**config.mk**
```make
export PLATFORM = sky130hd
export DESIGN_NAME = brb_ctrl
export DESIGN_NICKNAME = d
export VERILOG_FILES = /design/src/brb_pkg.sv /design/src/brb_ctrl.sv
export SDC_FILE = /design/constraint.sdc
export NUM_CORES = 1
export LEC_CHECK = 0
export BUFFER_PORTS_ARGS = -buffer_cell sky130_fd_sc_hd__buf_2
export CAP_MARGIN = 20
export CORE_AREA = 2 2 39 41
export CTS_CLUSTER_DIAMETER = 100
export DETAILED_ROUTE_END_ITERATION = 6
export DIE_AREA = 0 0 41 43
export GPL_ROUTABILITY_DRIVEN = 0
export PLACE_DENSITY_LB_ADDON = 0.1
export SLEW_MARGIN = 20
export SYNTH_ARGS = -nofsm -noshare
export SYNTH_HDL_FRONTEND = slang
export SYNTH_SLANG_ARGS = --single-unit
```
**constraint.sdc**
```tcl
create_clock -name clk_i -period 2.5 [get_ports clk_i]
set_input_delay 0.25 -clock clk_i [delete_from_list [all_inputs] [get_ports clk_i]]
set_output_delay 0.25 -clock clk_i [all_outputs]
set_load 0.02 [all_outputs]
```
**src/brb_pkg.sv**
```systemverilog
package brb_pkg;

  // Field widths of one input word and one result word.
  localparam int OpW   = 3;
  localparam int DataW = 16;
  localparam int OffW  = 10;
  localparam int LenW  = 11;
  localparam int SeedW = 16;
  localparam int ValW  = 32;
  localparam int CntW  = 10;
  localparam int SizeW = 11;
  // Window position: offset plus length minus one.
  localparam int PosW  = 12;

  typedef enum logic [2:0] {
    OP_PUT8  = 3'd0,
    OP_PUT16 = 3'd1,
    OP_POP8  = 3'd2,
    OP_POP16 = 3'd3,
    OP_POP32 = 3'd4,
    OP_PEEK  = 3'd5,
    OP_CRC   = 3'd6,
    OP_CLEAR = 3'd7
  } op_e;

  typedef enum logic [2:0] {
    ST_IDLE,
    ST_PUT_HI,
    ST_PUT_LO,
    ST_POP,
    ST_LOOK,
    ST_DRAIN,
    ST_FIN
  } state_e;

  // Commands from the controller to the datapath.
  typedef struct packed {
    logic load;     // latch the accepted word
    logic clear;    // zero both indices
    logic wr_hi;    // write data[15:8] at the write index
    logic wr_lo;    // write data[7:0] at the write index
    logic pop_rd;   // read at the read index, advance it
    logic look_rd;  // read at read index + window position, step the window
    logic finish;   // load the output register
  } ctl_t;

  // Status from the datapath to the controller.
  typedef struct packed {
    logic last_look;  // one window byte left
    logic out_free;   // output register can take a result this cycle
  } sts_t;

  // x^k * 0x1021 for each bit k of the byte, index 7 first.
  localparam logic [7:0][15:0] CrcTerms = {
    16'h9188, 16'h48C4, 16'h2462, 16'h1231,
    16'h8108, 16'h4084, 16'h2042, 16'h1021
  };

  localparam logic [7:0] PadByte = 8'hFF;

  function automatic logic [15:0] crc_step(logic [15:0] crc, logic [7:0] b);
    logic [7:0]  x;
    logic [15:0] tab;
    x   = b ^ crc[15:8];
    tab = '0;
    for (int k = 0; k < 8; k++) begin
      if (x[k]) begin
        tab = tab ^ CrcTerms[k];
      end
    end
    return {crc[7:0] ^ tab[15:8], tab[7:0]};
  endfunction

endpackage

```
**src/brb_ctrl.sv**
```systemverilog
module brb_ctrl (
  input  logic                   clk_i,
  input  logic                   rst_ni,
  input  logic                   in_valid_i,
  output logic                   in_ready_o,
  input  logic [brb_pkg::OpW-1:0] op_i,
  input  logic                   len_zero_i,
  input  brb_pkg::sts_t          sts_i,
  output brb_pkg::ctl_t          ctl_o
);
  import brb_pkg::*;

  state_e     state_q, state_d;
  logic [1:0] nleft_q, nleft_d;  // pop bytes still to issue, minus one

  always_ff @(posedge clk_i or negedge rst_ni) begin
    if (!rst_ni) begin
      state_q <= ST_IDLE;
      nleft_q <= '0;
    end else begin
      state_q <= state_d;
      nleft_q <= nleft_d;
    end
  end

  always_comb begin
    state_d    = state_q;
    nleft_d    = nleft_q;
    ctl_o      = '0;
    in_ready_o = 1'b0;

    unique case (state_q)
      ST_IDLE: begin
        in_ready_o = 1'b1;
      end
      ST_PUT_HI: begin
        ctl_o.wr_hi = 1'b1;
        state_d     = ST_PUT_LO;
      end
      ST_PUT_LO: begin
        ctl_o.wr_lo = 1'b1;
        state_d     = ST_FIN;
      end
      ST_POP: begin
        ctl_o.pop_rd = 1'b1;
        if (nleft_q == 2'd0) begin
          state_d = ST_DRAIN;
        end else begin
          nleft_d = nleft_q - 2'd1;
        end
      end
      ST_LOOK: begin
        ctl_o.look_rd = 1'b1;
        if (sts_i.last_look) begin
          state_d = ST_DRAIN;
        end
      end
      ST_DRAIN: begin
        // last read byte lands in the datapath this cycle
        state_d = ST_FIN;
      end
      ST_FIN: begin
        if (sts_i.out_free) begin
          ctl_o.finish = 1'b1;
          in_ready_o   = 1'b1;
          state_d      = ST_IDLE;
        end
      end
      default: begin
        state_d = ST_IDLE;
      end
    endcase

    if (in_valid_i && in_ready_o) begin
      ctl_o.load = 1'b1;
      unique case (op_e'(op_i))
        OP_PUT8:  state_d = ST_PUT_LO;
        OP_PUT16: state_d = ST_PUT_HI;
        OP_POP8: begin
          state_d = ST_POP;
          nleft_d = 2'd0;
        end
        OP_POP16: begin
          state_d = ST_POP;
          nleft_d = 2'd1;
        end
        OP_POP32: begin
          state_d = ST_POP;
          nleft_d = 2'd3;
        end
        OP_PEEK:  state_d = ST_LOOK;
        OP_CRC:   state_d = len_zero_i ? ST_FIN : ST_LOOK;
        OP_CLEAR: begin
          ctl_o.clear = 1'b1;
          state_d     = ST_FIN;
        end
      endcase
    end
  end

endmodule

```
=== Word level (Yosys, flattened, before mapping) ===
Index checks and enable logic that the tools add are counted.

* Add/sub/neg operators: 1
* Eq/ne operators: 17
* Mux-type cells: 20
* Reduce and logical (&&, ||, !) cells: 7

{| class="wikitable"
|+ Operators by type and width
! kind !! number
|-
| case mux 3 bit (6 select lines) || 2
|-
| == test 3 bit, second input constant || 7
|-
| == test 3 x 2 -> 1 bit, second input constant || 4
|-
| two-way mux 3 bit || 4
|-
| two-way mux 2 bit || 5
|-
| != test 3 bit, second input constant || 3
|-
| two-way mux 1 bit || 7
|-
| == test 3 x 1 -> 1 bit, second input constant || 2
|-
| logical NOT 3 bit || 2
|-
| case mux 2 bit (3 select lines) || 1
|-
| AND reduction 4 bit || 1
|-
| OR reduction 3 bit || 1
|-
| logical NOT 2 bit || 1
|-
| != test 2 bit, second input constant || 1
|-
| case mux 1 bit (2 select lines) || 1
|-
| OR reduction 2 bit || 1
|-
| subtractor 2 x 1 -> 2 bit, second input constant || 1
|-
| logical AND 1 bit || 1
|}

* Register bits after elaboration: 5
* Bits of input ports: 9
* Output and inout bits: 8
* Logic and storage cells: 47

=== Depth between registers and ports, before layout ===
* Word-level depth: 5
* Depth in mapped cells: 6
* Mapped depth without buffers: 5

=== Least setup slack after synthesis ===
No wires, ideal clock.

* Kind: register -> register
* Start point: register state_q[1]
* End point: register state_q[0]
* Setup time: 68 ps
* Data arrival time: 1361 ps
* Data required time: 2432 ps
* Path slack: 1071 ps
* Cell stages (with the launch flop): 4
* Path buffers: 1
* Clock period less this slack: 1429 ps
* Path through: dfrtp_1 buf_4 nor3b_1 a221o_1

* Cells in the longest elaborated chain, start to end: 5
* Elaborated cells on any way between the ends: 17
* Classes of those cells: eq/ne: 10; mux: 3; reduce/logical: 4

{| class="wikitable"
|+ Ends and longest elaborated chain
! item !! line !! source
|-
| from (decl) || brb_ctrl.sv:13 || <nowiki>state_e state_q, state_d;</nowiki>
|-
| from (signal assigned) || brb_ctrl.sv:21 || <nowiki>state_q <= state_d;</nowiki>
|-
| == test 3 bit / logical NOT 3 bit (equally long branches) || brb_ctrl.sv:32 || <nowiki>unique case (state_q)</nowiki>
|-
| case mux 1 bit (2 select lines) || brb_ctrl.sv:32 ||
|-
| logical AND 1 bit || brb_ctrl.sv:74 || <nowiki>if (in_valid_i && in_ready_o) begin</nowiki>
|-
| != test 3 bit (no line) / != test 2 bit (equally long branches) || - ||
|-
| AND reduction 4 bit (no line) || - ||
|}

Several ways; a longest one is shown, not always the timed one.
A chain may end at the register's enable or synchronous reset.

==> impl_metrics.tcl <==
set metrics [dict create \
    clockBufferDepth 2 \
    num_antenna_cells 0 \
    worst_pin_slew_ns 0.443 \
    dpl.hpwl_um 804 \
    area_delta_synth_final_pct 25.2 \
    numCtsBuffers 3 \
    drcViolationCount 0 \
    grt_pass1_vias 406 \
    cts.clk_slew.worst_paths_ns 0.05 \
    ir_drop_mv 0.547 \
    drtPass1Iterations 3 \
    ant_nets 0 \
    timing.final.crit_share_pct 76.7 \
    r2r-start "state_q[2]" \
    grt_max_degree 12 \
    preCtsSetupSlack_ns 0.882 \
    core_area_sq_um 1380 \
    worstSkewPairLatency_ns 0.25 \
    die_h_um 43 \
    crit_fanout 11 \
    start_util_pct 32.3 \
    final-setup-viol-count 0 \
    postCtsSetupRepairBufs 0 \
    avgSynthCellArea_sq_um 8.76 \
    antenna_found_initial 0 \
    fmax_mhz 522 \
    syn_area_sq_um 447 \
    max_slew_margin_pct 70.5 \
    drive_gt1_share_pct 34.8 \
    max_cap_viol_count 0 \
    grt_pass1_wl_um 1790 \
    cts_hold_buf 1 \
    grt_util_all_layers_pct 15.5 \
    slowest_stage "dfrtp_1" \
    syn-num-nets 60 \
    synth_top_cell_by_area "dfrtp_1" \
    synth_edf_count 0 \
    routed_wl_um 1060 \
    crit_start "state_q[2]" \
    synthesis.instances 51 \
    synth_warnings 0 \
    rsz0062_at_grt "false" \
    crit_path_end_kind "output port" \
    via_count 452 \
    synth_flop_cell "dfrtp_1" \
    synth_seq_area_share_pct 28.0 \
    hp-class "primary input to register" \
    startpoint_type "register" \
    detail_route.iter0.violations 8 \
    synthDistinctLibCells 29 \
    path_class "register to output port" \
    cts-root-buf "clkbuf_4" \
    tns_ns 0 \
    die-area_sq_um 1760 \
    whs_ns 0.249 \
    path_cells "and3_4, nor2_2, nor2_1, buf_2" \
    htreeDepth 1 \
    io_buffers 16 \
    fin_nets 79 \
    synth.area.top_cells "dfrtp_1 28%, nor2_1 5.0%, nor3b_1 5.0%, mux2i_1 4.5%, nor2_8 4.5%" \
    async_flop_share_pct 100 \
    cts_resized 0 \
    dieWidth_um 41 \
    status "completed" \
    grt-ovfl-total 0 \
    fin_cells 85 \
    arrival_ns 1.67 \
    viasPerCell 5.32 \
    crit_path_max_incr_delay_ns 0.61 \
    synth-seq-cells 5 \
    fillers 144 \
    synth_top_area_share_pct 28.0 \
    dp.cells 80 \
    yosysMostFrequentCell "nor2_1" \
    setup_slack_ns 0.584 \
    clock-sinks 5 \
    row_count 14 \
    slew_viol_final 0 \
    fin_util_pct 40.4 \
    synth_commonest_cells "6 x nor2_1, 5 x dfrtp_1, 3 x nand2_1, 3 x nand2b_1, 3 x nor3b_1" \
    fin_skew_ns 0.0102 \
    cts_tree "built" \
    worstHoldStart "sts_i[1]" \
    cp.required_ns 2.25 \
    p_leak_nw 0.260 \
    wire_per_inst_um 12.5 \
    finalHoldViolCount 0 \
    final.min_clock_period_ns 1.92 \
    power_density_nw_per_um2 1120 \
    io_pins 17 \
]
-- layer usage --
layer	up-vias	GRT usage, %	part of all wire, %
met5	-	0	0
met4	0	6.00	0
met3	0	6.81	7.9
met2	18	19.4	43
met1	208	22.7	49
li1	226	-	-
-- sequential cells by signal (all words and copies together), names as in the netlist --
signal and count:
nleft_q 2, state_q 3
-- final timing paths --
kind	to	slack, ns	cells past startpoint
max	ctl_o[6]	0.58	4
min in group asynchronous	state_q[1]	0.35	2
min reg2reg	nleft_q[1]	0.65	2
max in group asynchronous	nleft_q[0]	2.01	2
min	state_q[0]	0.25	2
max reg2reg	nleft_q[0]	0.83	4
-- metrics by stage --
stage	total power, mW	area (sq um)
floorplan	0.472	447
global placement	0.531	523
detailed placement	0.530	523
CTS	0.630	559
global route	0.692	559
finish	0.627	559
-- layout by cell type, fill, tap and decap left out --
master         netlist  final
dlygate4sd3_1        0      1
a211o_1              2      2
o221ai_1             1      1
a221o_1              1      1
nor2_1               6      6
inv_2                1      1
a21oi_1              2      2
clkbuf_4             0      3
o21a_1               2      2
and3_4               1      1
dfrtp_1              5      5
nand2b_1             3      3
nor2b_1              2      2
nand2_1              3      3
nor2_2               1      1
nor3_1               1      1
nor3b_1              3      3
nand3b_1             1      1
mux2i_1              2      2
clkbuf_1             0      1
buf_2                1     16
o22ai_1              1      1
and4b_1              1      1
o21ai_1              2      2
o211ai_2             1      1
xnor2_1              1      1
a2111oi_1            1      1
nor2_8               1      1
o21ai_0              2      2
or4_1                1      1
-- power by group --
group          internal [mW]  switching [mW]  total, mW
combinational          0.151           0.180      0.331
clock                 0.0604          0.0350     0.0954
sequential             0.114          0.0870      0.201
total                  0.326           0.301      0.627
-- cell families after synthesis --
| kind of cell | count (synthesis) | synth area share, % |
|---|---|---|
| AND/OR/NAND/NOR | 24 | 34.7 |
| XOR/XNOR | 1 | 1.96 |
| buffers and inverters | 4 | 6.16 |
| AO/OA/AOI/OAI | 15 | 24.7 |
| flip-flops | 5 | 28.0 |
| multiplexers | 2 | 4.48 |
-- final cells by class --
type	count	area (sq um)	area share, %
inverters	1	3.75	0.671
repair buffers	17	90.1	16.1
multi-input cells	42	294	52.6
clock buffers	4	26.3	4.70
flip-flops and latches	5	125	22.4
well taps	16	20.0	3.58
-- critical path, delay by kind of cell, from the launching register on --
kind / cells / cell delay, ns
flops: 1 / 0.61
buf+inv: 1 / 0.22
simple gates: 3 / 0.58
Note: power is estimated with default switching activity, not from simulation.
